$ cat src/rtl/core/bmsirq_pkg.sv
// Shared constants for the bank mapper with scanline interrupt counter.
package bmsirq_pkg;

    // Default width of the program bank outputs
    localparam int PRG_BANK_BITS_DEFAULT = 6;

    // Width used for the fixed-bank arithmetic (covers the widest bank number)
    localparam int BANK_CALC_W = 8;

    // Item function codes
    localparam logic [1:0] FUNC_WRITE      = 2'd0;
    localparam logic [1:0] FUNC_TICK       = 2'd1;
    localparam logic [1:0] FUNC_SOFT_RESET = 2'd2;

    // Configuration register indexes
    localparam logic [1:0] CFG_ROM_BANK_COUNT   = 2'd0;
    localparam logic [1:0] CFG_CHR_IN_RAM       = 2'd1;
    localparam logic [1:0] CFG_HEADER_MIRRORING = 2'd2;

    // Configuration reset values
    localparam logic [6:0] ROM_BANK_COUNT_RESET = 7'd32;

    // Register write address decode
    localparam logic [15:0] ADDR_MASK        = 16'hE001;
    localparam logic [15:0] ADDR_BANK_SELECT = 16'h8000;
    localparam logic [15:0] ADDR_BANK_DATA   = 16'h8001;
    localparam logic [15:0] ADDR_MIRRORING   = 16'hA000;
    localparam logic [15:0] ADDR_IRQ_LATCH   = 16'hC000;
    localparam logic [15:0] ADDR_IRQ_RELOAD  = 16'hC001;
    localparam logic [15:0] ADDR_IRQ_DISABLE = 16'hE000;
    localparam logic [15:0] ADDR_IRQ_ENABLE  = 16'hE001;

    // Data masks and bank select flags
    localparam logic [7:0] CHR_PAIR_MASK   = 8'hFE;
    localparam int         SEL_PRG_SWAP    = 6;
    localparam int         SEL_CHR_SWAP    = 7;

    // Last scanline on which the counter runs
    localparam logic [8:0] LAST_VISIBLE_LINE = 9'd239;

    // Mirroring output code for four-screen
    localparam logic [1:0] MIRRORING_QUAD = 2'd2;

    // Character bank reset values for ROM; RAM resets to zero on a soft reset
    localparam int CHR_REG_COUNT = 6;
    localparam logic [7:0] CHR_ROM_INIT [CHR_REG_COUNT] =
        '{8'd0, 8'd2, 8'd4, 8'd5, 8'd6, 8'd7};

    // Program bank reset values
    localparam logic [7:0] PRG0_INIT = 8'd0;
    localparam logic [7:0] PRG1_INIT = 8'd1;

endpackage

$ cat src/rtl/core/bank_mapper_scanline_irq_unit.sv
// Bank mapper with scanline interrupt counter: decode, counter and result register.
// Each result is registered in the cycle after its transaction is accepted.
// Throughput: one transaction per cycle while in_stall is low; state update and map build
// sit in one stage between the input ports and the result register.
// in_stall rises only while a finished result waits with out_stall high.
// Reset (rst_n, asynchronous): configuration to its defaults, bank and IRQ
// state to power-up values, no result pending.
module bank_mapper_scanline_irq_unit #(
    parameter int PRG_BANK_BITS = bmsirq_pkg::PRG_BANK_BITS_DEFAULT
) (
    input  logic                     clk,
    input  logic                     rst_n,
    // configuration write channel
    input  logic                     cfg_valid,
    output logic                     cfg_ready,
    input  logic [1:0]               cfg_index,
    input  logic [6:0]               cfg_data,
    // input channel
    input  logic                     in_valid,
    output logic                     in_stall,
    input  logic [1:0]               func,
    input  logic [15:0]              addr,
    input  logic [7:0]               data,
    input  logic [8:0]               scanline,
    input  logic                     rendering_enabled,
    // output channel
    output logic                     out_valid,
    input  logic                     out_stall,
    output logic                     irq_pulse,
    output logic [PRG_BANK_BITS-1:0] prg_bank_8000,
    output logic [PRG_BANK_BITS-1:0] prg_bank_a000,
    output logic [PRG_BANK_BITS-1:0] prg_bank_c000,
    output logic [PRG_BANK_BITS-1:0] prg_bank_e000,
    output logic [63:0]              chr_slots,
    output logic [1:0]               mirroring
);

    localparam int ChrN  = bmsirq_pkg::CHR_REG_COUNT;
    localparam int CalcW = bmsirq_pkg::BANK_CALC_W;

    // Configuration registers
    logic [6:0] rom_bank_count_reg;
    logic       chr_in_ram_reg;
    logic [1:0] header_mirroring_reg;

    // Mapper state
    logic [7:0] bank_select_reg, bank_select_next;
    logic [7:0] prg_reg      [2];
    logic [7:0] prg_next     [2];
    logic [7:0] chr_reg      [ChrN];
    logic [7:0] chr_next     [ChrN];
    logic       mirror_state_reg, mirror_state_next;
    logic [7:0] irq_latch_reg, irq_latch_next;
    logic [7:0] irq_count_reg, irq_count_next;
    logic       reload_pending_reg, reload_pending_next;
    logic       irq_on_reg, irq_on_next;
    logic       fire;

    // Result register
    logic                     out_valid_reg;
    logic                     irq_pulse_reg;
    logic [PRG_BANK_BITS-1:0] prg_8000_reg, prg_a000_reg, prg_c000_reg, prg_e000_reg;
    logic [PRG_BANK_BITS-1:0] prg_8000_next, prg_c000_next;
    logic [63:0]              chr_slots_reg, chr_slots_next;
    logic [1:0]               mirroring_reg, mirroring_next;

    logic                     in_accept;
    logic [CalcW-1:0]         bank_last, bank_second;
    logic [15:0]              addr_dec;
    logic [2:0]               sel;
    logic                     tick_active;
    logic [31:0]              chr_lo, chr_hi;
    logic [7:0]               chr0_odd, chr1_odd;

    // Handshakes
    assign cfg_ready = 1'b1;
    assign in_stall  = out_valid_reg & out_stall;
    assign in_accept = in_valid & ~in_stall;

    assign addr_dec    = addr & bmsirq_pkg::ADDR_MASK;
    assign sel         = bank_select_reg[2:0];
    assign tick_active = (scanline <= bmsirq_pkg::LAST_VISIBLE_LINE) & rendering_enabled;

    // Apply the transaction to the mapper state
    always_comb
    begin
        bank_select_next    = bank_select_reg;
        prg_next            = prg_reg;
        chr_next            = chr_reg;
        mirror_state_next   = mirror_state_reg;
        irq_latch_next      = irq_latch_reg;
        irq_count_next      = irq_count_reg;
        reload_pending_next = reload_pending_reg;
        irq_on_next         = irq_on_reg;
        fire                = 1'b0;
        case (func)
            bmsirq_pkg::FUNC_WRITE:
            begin
                unique case (addr_dec)
                    bmsirq_pkg::ADDR_BANK_SELECT: bank_select_next = data;
                    bmsirq_pkg::ADDR_BANK_DATA:
                    begin
                        if (sel < 3'd2)
                            chr_next[sel] = data & bmsirq_pkg::CHR_PAIR_MASK;
                        else if (sel < 3'd6)
                            chr_next[sel] = data;
                        else
                            prg_next[sel[0]] = data;
                    end
                    bmsirq_pkg::ADDR_MIRRORING:
                    begin
                        if (!header_mirroring_reg[1])
                            mirror_state_next = data[0];
                    end
                    bmsirq_pkg::ADDR_IRQ_LATCH:   irq_latch_next      = data;
                    bmsirq_pkg::ADDR_IRQ_RELOAD:  reload_pending_next = 1'b1;
                    bmsirq_pkg::ADDR_IRQ_DISABLE: irq_on_next         = 1'b0;
                    bmsirq_pkg::ADDR_IRQ_ENABLE:  irq_on_next         = 1'b1;
                    default: ;
                endcase
            end
            bmsirq_pkg::FUNC_TICK:
            begin
                if (tick_active)
                begin
                    irq_count_next = irq_count_reg - 8'd1;
                    if (irq_count_reg == 8'd0)
                    begin
                        irq_count_next = irq_latch_reg;
                        fire           = irq_on_reg;
                    end
                    if (reload_pending_reg)
                    begin
                        irq_count_next      = irq_latch_reg;
                        reload_pending_next = 1'b0;
                    end
                end
            end
            bmsirq_pkg::FUNC_SOFT_RESET:
            begin
                bank_select_next = '0;
                prg_next[0]      = bmsirq_pkg::PRG0_INIT;
                prg_next[1]      = bmsirq_pkg::PRG1_INIT;
                for (int i = 0; i < ChrN; i++)
                    chr_next[i] = chr_in_ram_reg ? 8'd0 : bmsirq_pkg::CHR_ROM_INIT[i];
                irq_latch_next      = '0;
                irq_count_next      = '0;
                reload_pending_next = 1'b0;
                irq_on_next         = 1'b0;
            end
            default: ;
        endcase
    end

    // Build the bank map from the updated state
    assign bank_last   = {1'b0, rom_bank_count_reg} - CalcW'(1);
    assign bank_second = {1'b0, rom_bank_count_reg} - CalcW'(2);

    always_comb
    begin
        if (bank_select_next[bmsirq_pkg::SEL_PRG_SWAP])
        begin
            prg_8000_next = bank_second[PRG_BANK_BITS-1:0];
            prg_c000_next = prg_next[0][PRG_BANK_BITS-1:0];
        end
        else
        begin
            prg_8000_next = prg_next[0][PRG_BANK_BITS-1:0];
            prg_c000_next = bank_second[PRG_BANK_BITS-1:0];
        end
    end

    assign chr0_odd = chr_next[0] + 8'd1;
    assign chr1_odd = chr_next[1] + 8'd1;
    assign chr_lo   = {chr1_odd, chr_next[1], chr0_odd, chr_next[0]};
    assign chr_hi   = {chr_next[5], chr_next[4], chr_next[3], chr_next[2]};

    // Exchange the two halves when the character swap flag is set
    assign chr_slots_next = bank_select_next[bmsirq_pkg::SEL_CHR_SWAP] ?
                            {chr_lo, chr_hi} : {chr_hi, chr_lo};
    assign mirroring_next = header_mirroring_reg[1] ? bmsirq_pkg::MIRRORING_QUAD :
                            {1'b0, mirror_state_next};

    // Hold configuration and mapper state
    always_ff @(posedge clk or negedge rst_n)
    begin
        if (!rst_n)
        begin
            rom_bank_count_reg   <= bmsirq_pkg::ROM_BANK_COUNT_RESET;
            chr_in_ram_reg       <= 1'b0;
            header_mirroring_reg <= '0;
            bank_select_reg      <= '0;
            prg_reg[0]           <= bmsirq_pkg::PRG0_INIT;
            prg_reg[1]           <= bmsirq_pkg::PRG1_INIT;
            for (int i = 0; i < ChrN; i++)
                chr_reg[i] <= bmsirq_pkg::CHR_ROM_INIT[i];
            mirror_state_reg     <= 1'b0;
            irq_latch_reg        <= '0;
            irq_count_reg        <= '0;
            reload_pending_reg   <= 1'b0;
            irq_on_reg           <= 1'b0;
            out_valid_reg        <= 1'b0;
        end
        else
        begin
            if (cfg_valid && cfg_ready)
            begin
                unique case (cfg_index)
                    bmsirq_pkg::CFG_ROM_BANK_COUNT:   rom_bank_count_reg   <= cfg_data;
                    bmsirq_pkg::CFG_CHR_IN_RAM:       chr_in_ram_reg       <= cfg_data[0];
                    bmsirq_pkg::CFG_HEADER_MIRRORING: header_mirroring_reg <= cfg_data[1:0];
                    default: ;
                endcase
            end
            // A header write reloads the mirroring, else follow the transaction
            if (cfg_valid && cfg_ready && cfg_index == bmsirq_pkg::CFG_HEADER_MIRRORING)
                mirror_state_reg <= cfg_data[0];
            else if (in_accept)
                mirror_state_reg <= mirror_state_next;
            if (in_accept)
            begin
                bank_select_reg    <= bank_select_next;
                prg_reg            <= prg_next;
                chr_reg            <= chr_next;
                irq_latch_reg      <= irq_latch_next;
                irq_count_reg      <= irq_count_next;
                reload_pending_reg <= reload_pending_next;
                irq_on_reg         <= irq_on_next;
            end
            // Advance the result valid flag
            if (in_accept)
                out_valid_reg <= 1'b1;
            else if (!out_stall)
                out_valid_reg <= 1'b0;
        end
    end

    // Load the result register on each accepted transaction
    always_ff @(posedge clk)
    begin
        if (in_accept)
        begin
            irq_pulse_reg <= fire;
            prg_8000_reg  <= prg_8000_next;
            prg_a000_reg  <= prg_next[1][PRG_BANK_BITS-1:0];
            prg_c000_reg  <= prg_c000_next;
            prg_e000_reg  <= bank_last[PRG_BANK_BITS-1:0];
            chr_slots_reg <= chr_slots_next;
            mirroring_reg <= mirroring_next;
        end
    end

    assign out_valid     = out_valid_reg;
    assign irq_pulse     = irq_pulse_reg;
    assign prg_bank_8000 = prg_8000_reg;
    assign prg_bank_a000 = prg_a000_reg;
    assign prg_bank_c000 = prg_c000_reg;
    assign prg_bank_e000 = prg_e000_reg;
    assign chr_slots     = chr_slots_reg;
    assign mirroring     = mirroring_reg;

`ifndef SYNTHESIS
    // A stall on the input side only ever comes from a waiting result
    a_stall_has_result: assert property (@(posedge clk) disable iff (!rst_n)
        in_stall |-> out_valid)
        else $error("input stalled with no result pending");

    // Every accepted transaction leaves a result behind
    a_accept_gives_result: assert property (@(posedge clk) disable iff (!rst_n)
        in_accept |=> out_valid)
        else $error("accepted transaction produced no result");

    // Only a scanline tick can raise the interrupt pulse
    a_pulse_only_on_tick: assert property (@(posedge clk) disable iff (!rst_n)
        (in_accept && func != bmsirq_pkg::FUNC_TICK) |=> !irq_pulse)
        else $error("interrupt pulse on a non-tick transaction");

    // The pulse needs the interrupt enabled beforehand
    a_pulse_needs_enable: assert property (@(posedge clk) disable iff (!rst_n)
        (in_accept && !irq_on_reg) |=> !irq_pulse)
        else $error("interrupt pulse while disabled");

    // Soft reset drops interrupt enable and any pending reload
    a_soft_reset_clears_irq: assert property (@(posedge clk) disable iff (!rst_n)
        (in_accept && func == bmsirq_pkg::FUNC_SOFT_RESET)
        |=> (!irq_on_reg && !reload_pending_reg && irq_count_reg == 8'd0))
        else $error("soft reset left interrupt state behind");
`endif

endmodule
$ cat config.mk
export PLATFORM = sky130hd
export DESIGN_NAME = bank_mapper_scanline_irq_unit
export DESIGN_NICKNAME = d
export VERILOG_FILES = /design/src/rtl/core/bmsirq_pkg.sv /design/src/rtl/core/bank_mapper_scanline_irq_unit.sv
export SDC_FILE = /design/constraint.sdc
export NUM_CORES = 1
export LEC_CHECK = 0
export CAP_MARGIN = 40
export CORE_AREA = 5 5 202 204
export DETAILED_ROUTE_END_ITERATION = 12
export DIE_AREA = 0 0 207 209
export DONT_BUFFER_PORTS = 1
export GPL_TIMING_DRIVEN = 0
export HOLD_SLACK_MARGIN = 0.1
export PLACE_DENSITY_LB_ADDON = 0.15
export SYNTH_ARGS = -nofsm -noshare
export SYNTH_HDL_FRONTEND = slang
export SYNTH_SLANG_ARGS = --single-unit
$ cat constraint.sdc
create_clock -name clk -period 4.3 [get_ports clk]
set_input_delay 0.86 -clock clk [delete_from_list [all_inputs] [get_ports clk]]
set_output_delay 0.86 -clock clk [all_outputs]
set_load 0.005 [all_outputs]
# [Word level (Yosys, flattened, before mapping)]
# Cells that the tools add are included.
[totals] register_bits=189 inputBits=50 elab_cells=131 out_inout_bits=94
[classes] n_lt_le_gt_ge=7 n_eq_ne=20 n_mux=44 bitwise_logic=6 addsub=5 n_reduce_logical=20
[op_table] operator="$mux 48" count=3
[op_table] operator="$bwmux 48" count=2
[op_table] operator="$pmux 48 s2" count=1
[op_table] operator="$mux 64" count=1
[op_table] operator="$mux 8" count=7
[op_table] operator="$mux 16" count=3
[op_table] operator="$pmux 8 s2" count=3
[op_table] operator="$pmux 16 s2" count=1
[op_table] operator="$eq 4x4->1 const B" count=7
[op_table] operator="$demux 8 s3" count=1
[op_table] operator="$add 8x1->8 const B" count=2
[op_table] operator="$bwmux 16" count=1
[op_table] operator="$reduce_and 3->1" count=5
[op_table] operator="$mux 3" count=4
[op_table] operator="$mux 6" count=2
[op_table] operator="$ne 2x1->1 const B" count=5
[op_table] operator="$le 9x8->1 const B" count=1
[op_table] operator="$mux 1" count=9
[op_table] operator="$demux 8 s1" count=1
[op_table] operator="$logic_not 8->1" count=1
[op_table] operator="$sub 8x1->8 const B" count=1
[op_table] operator="$ne 2x2->1 const B" count=3
[op_table] operator="$reduce_and 2->1" count=3
[op_table] operator="$reduce_bool 2->1" count=3
[op_table] operator="23 further kinds" count=32

# [Depth between registers and ports, before layout]
[depth] word_depth=12 ltp_mapped=13

# [Worst setup path before layout]
# OpenSTA, ideal clock, no wires.
[synth_timing] path_type="input to register" from="input out_stall" to="register chr_reg[37] (netlist name)" cell_stages=6 t_required_ns=4.031 slack_ns=-0.291 t_arrival_ns=4.322 setup_ns=0.269 cell_sequence="nand2_1 nand2_1 inv_1 clkbuf_1 buf_1 a31oi_1"
[synth_between] elab_chain_cells=3
[synth_rtl] element="start, declared" line="bank_mapper_scanline_irq_unit.sv:28" source="input logic out_stall,"
[synth_rtl] element="$and 1x1->1" line="bank_mapper_scanline_irq_unit.sv:77" source="assign in_stall = out_valid_reg & out_stall;"
[synth_rtl] element="$not 1->1" line="bank_mapper_scanline_irq_unit.sv:78" source="assign in_accept = in_valid & ~in_stall;"
[synth_rtl] element="$and 1x1->1" line="bank_mapper_scanline_irq_unit.sv:78"
[synth_rtl] element="net in_accept" line="bank_mapper_scanline_irq_unit.sv:67" source="logic in_accept;"
[synth_rtl] element="end signal, assigned by index" line="bank_mapper_scanline_irq_unit.sv:196" source="chr_reg[i] <= bmsirq_pkg::CHR_ROM_INIT[i];"
[synth_rtl] element="end signal, assigned" line="bank_mapper_scanline_irq_unit.sv:224" source="chr_reg <= chr_next;"
[synth_rtl] element="end, declared" line="bank_mapper_scanline_irq_unit.sv:50" source="logic [7:0] chr_reg [ChrN];"
# The timed path passes the listed nets, and every way through them passes these cells.
# A chain may end at the register's enable or synchronous reset.

==> results.py <==
metrics = {
    "worst_setup_path": {
        "crit_required_ns": 4.49,
        "series_of_cell_instances_along_the_critical_path": "inv_1 -> ha_1 -> buf_4 -> nor2_1 -> a21oi_1 -> nand3_1 -> ha_1 -> inv_1 -> a221oi_2 -> nand3_1 -> xnor2_1 -> mux2i_1",
        "timing.reg2reg.setup_slack_ns": 1.12,
        "worstSetupEndpointType": "register",
        "path_buf_inv": 3,
        "critPathKind": "in -> reg",
        "worstReg2RegEnd": "chr_slots[14]",
        "timing.critical_path.fanout_max": 10,
        "timing.critical_path.slowest_stage_cell": "sky130_fd_sc_hd__nor2_1",
        "r2r.worst_path.cells": 9,
        "start_kind": "primary input",
        "r2r-start": "bank_select_reg[1]",
        "critPathTopFamily": "simple AND/OR/NAND/NOR gates",
        "timing.critical_path.arrival_ns": 3.69,
        "worst_path_largest_cell_delay_ns": 0.59,
    },
    "detailed_routing": {
        "routed_wirelength_um": 33130,
        "final_antenna_net_count": 0,
        "dr_total_vias": 7426,
        "drc": 0,
        "drt_pass_1_iters": 5,
        "drt-initial-drc-count": 606,
        "routedWlPerCell_um": 22.04,
        "routed_via_density": 4.941,
    },
    "floorplan": {
        "initial_utilization": 0.2438,
        "placeable_area_sq_um": 39090,
        "ports": 144,
        "num_rows": 73,
        "dieArea_sq_um": 43260,
        "die_width_um": 207,
        "die_height_um": 209,
    },
    "timing": {
        "fin_worst_skew_ns": 0.01227,
        "setup_viol": 0,
        "slew_limit_headroom": 0.4404,
        "final_hold_viol_count": 0,
        "final_min_period_over_clock_period": 0.8133,
        "timing_worst_slew_pin_value_ns": 0.8395,
        "min_period_ns": 3.497,
        "hold-worst-slack_ns": 0.2403,
        "slew_viol_final": 0,
        "clock.fmax_ghz": 0.2859,
        "rsz_0062_raised_after_global_routing": "false",
    },
    "synth": {
        "synth-seq-area-share": 0.5324,
        "synth_enable_flop_cells": 91,
        "synth_commonest_cells": "121 x sky130_fd_sc_hd__nand2_1, 91 x sky130_fd_sc_hd__edfxtp_1, 86 x sky130_fd_sc_hd__nor2_1, 86 x sky130_fd_sc_hd__o21ai_0, 82 x sky130_fd_sc_hd__dfrtp_1",
        "yosys.area.top_type": "sky130_fd_sc_hd__edfxtp_1",
        "ys_async_sr_fraction": 0.5054,
        "syn_inst": 941,
        "syn-num-nets": 1001,
        "postSynthAreaPerCell_sq_um": 10.13,
        "yosys.cell_count.top_type": "sky130_fd_sc_hd__nand2_1",
        "ys_types": 66,
        "post_synth_main_area_contributors": "sky130_fd_sc_hd__edfxtp_1 29%, sky130_fd_sc_hd__dfrtp_1 22%, sky130_fd_sc_hd__mux2i_1 5.5%",
        "ys_ff_latch": 184,
        "synth_warnings": 0,
        "post_synth_top_flop": "sky130_fd_sc_hd__edfxtp_1",
        "synth.cell_area_sq_um": 9530,
        "synth_top_cell_area_share": 0.2867,
    },
    "placed_design": {
        "routabilityCongestion": 0.8887,
        "hpwl_after_detailed_placement_um": 23940,
        "port_bufs": 0,
        "detailed_place.area_sq_um": 10250,
    },
    "power": {
        "vdd_ir_drop_max_uv": 294.7,
        "powerDensity_nw_per_um2": 522.0,
        "p_leak_uw": 0.004104,
    },
    "global_routing": {
        "grt_first_pass_wirelength_um": 49230,
        "number_of_antenna_violations_at_the_first_check_in_global_routing": 0,
        "grt_remaining_overflow": 0,
        "first_global_vias": 7245,
        "pin_count_of_the_biggest_net_entering_global_routing": 83,
        "grt_use_total": 0.1498,
    },
    "cells_and_area": {
        "postLayoutCellArea_sq_um": 10870,
        "multiInputGateArea_sq_um": 4098,
        "finalNetCount": 1025,
        "sequential_cell_area_sq_um": 5074,
        "layout.filler_cells": 4250,
        "area_growth_syn_to_layout_pct": 14.10,
        "post_route_cells_drive_above_1_share": 0.1063,
        "insertedDiodeCount": 0,
        "flip_flop_count_of_the_largest_register_all_copies_and_words_added": 64,
    },
    "outcome": {
        "outcome": "complete, no violations",
    },
    "clock_network": {
        "htreeDepth": 4,
        "cts.clk_slew.worst_paths_ns": 0.08,
        "cts_tree": "done",
        "cts.path.max_buffers": 2,
        "clk_root_buf": "sky130_fd_sc_hd__clkbuf_16",
        "postCtsResizedCells": 0,
        "cts_made_buffers": 17,
        "clock_latency_on_the_worst_skew_pair_ns": 0.46,
        "clock-sinks": 184,
    },
    "min_path": {
        "timing.hold.worst.class": "in -> async",
    },
    "run": {
        "drv_cap": 0,
    },
}
-- cells in the final DEF, fill, tap and decap left out, types with 4 or more instances in the layout --
cell and instances:
sky130_fd_sc_hd__a22oi_1 46, sky130_fd_sc_hd__o21ai_0 86, sky130_fd_sc_hd__dfstp_2 11, sky130_fd_sc_hd__xnor2_1 12, sky130_fd_sc_hd__nand2_1 121, sky130_fd_sc_hd__mux2i_1 52, sky130_fd_sc_hd__edfxtp_1 91, sky130_fd_sc_hd__a31o_2 5
sky130_fd_sc_hd__clkbuf_16 17, sky130_fd_sc_hd__nand3_1 14, sky130_fd_sc_hd__a22o_1 4, sky130_fd_sc_hd__nor3_1 12, sky130_fd_sc_hd__a21oi_1 77, sky130_fd_sc_hd__a221oi_1 6, sky130_fd_sc_hd__a31oi_1 12, sky130_fd_sc_hd__nand4_1 10
sky130_fd_sc_hd__inv_1 21, sky130_fd_sc_hd__mux2_2 27, sky130_fd_sc_hd__nor2_1 86, sky130_fd_sc_hd__xor2_1 7, sky130_fd_sc_hd__o211ai_1 8, sky130_fd_sc_hd__buf_2 15, sky130_fd_sc_hd__nor3b_1 5, sky130_fd_sc_hd__nor2b_1 11
sky130_fd_sc_hd__ha_1 10, sky130_fd_sc_hd__clkbuf_1 48, sky130_fd_sc_hd__or3_1 4, sky130_fd_sc_hd__dfrtp_1 82, sky130_fd_sc_hd__nand3b_1 4
-- through the flow --
step	total power (uW)	setup TNS [ns]	worst slack (ns)	cells	utilization
after global routing	5998	0	0.6810	1503	0.2782
after CTS	5735	0	0.8752	1503	0.2782
after global placement	4016	-177.52	-1.857	1466	0.2607
after floorplan	3529	0	0.04269	941	-
final	5677	0	0.8026	1503	0.2782
after detailed placement	4030	0	0.3895	1470	0.2621
-- cell type report --
cell class,instances,area share
sequential,184,0.4666
multi-input combinational,668,0.3768
clock buffer,18,0.03947
timing repair buffer,5,0.007594
inverter,22,0.007594
clock inverter,14,0.01576
tap,525,0.06041
buffer,67,0.02577
-- how the worst max path moves through the flow --
stage,depth (start not counted),startpoint,slack [ns],to
after detailed placement,12,func[0],0.39,chr_slots[62]
final,12,func[0],0.80,chr_slots[62]
after floorplan,5,out_stall,0.04,chr_slots[0]
after global placement,6,out_stall,-1.86,chr_reg[43]
after CTS,12,func[0],0.88,chr_slots[62]
after global routing,12,func[0],0.68,chr_slots[62]
-- layer usage --
metal | share of wire | routed length, um | GRT usage | up-vias
met5 | 0 | 0 | 0 | -
met4 | 0.015 | 481 | 0.03238 | 0
met3 | 0.058 | 1924 | 0.03963 | 28
met2 | 0.45 | 15050 | 0.2351 | 227
met1 | 0.47 | 15670 | 0.2090 | 3690
li1 | - | - | - | 3481
-- cells by family after synthesis --
kind of cell / share of synthesized area
muxes: 0.08652
other: 0.0003935
adders and majority gates: 0.01313
DFF: 0.5324
xor gates and xnor gates: 0.01746
and+or+nand+nor: 0.1369
AOI/OAI and AO/OA: 0.1755
buffers and inverters: 0.03768
-- power by group --
part	leakage [uW]	switching, uW	internal [uW]
combinational	0.00175	923	540
sequential	0.00207	253	2280
clock	0.000283	760	919
total	0.00410	1940	3740
-- what timing repair did --
action | CTS | global route
buffers inserted | 0 | 0
hold buffers | 1 | 0
hold endpoints to repair | 82 | 0
No activity file was read; power rests on OpenSTA's default activity.
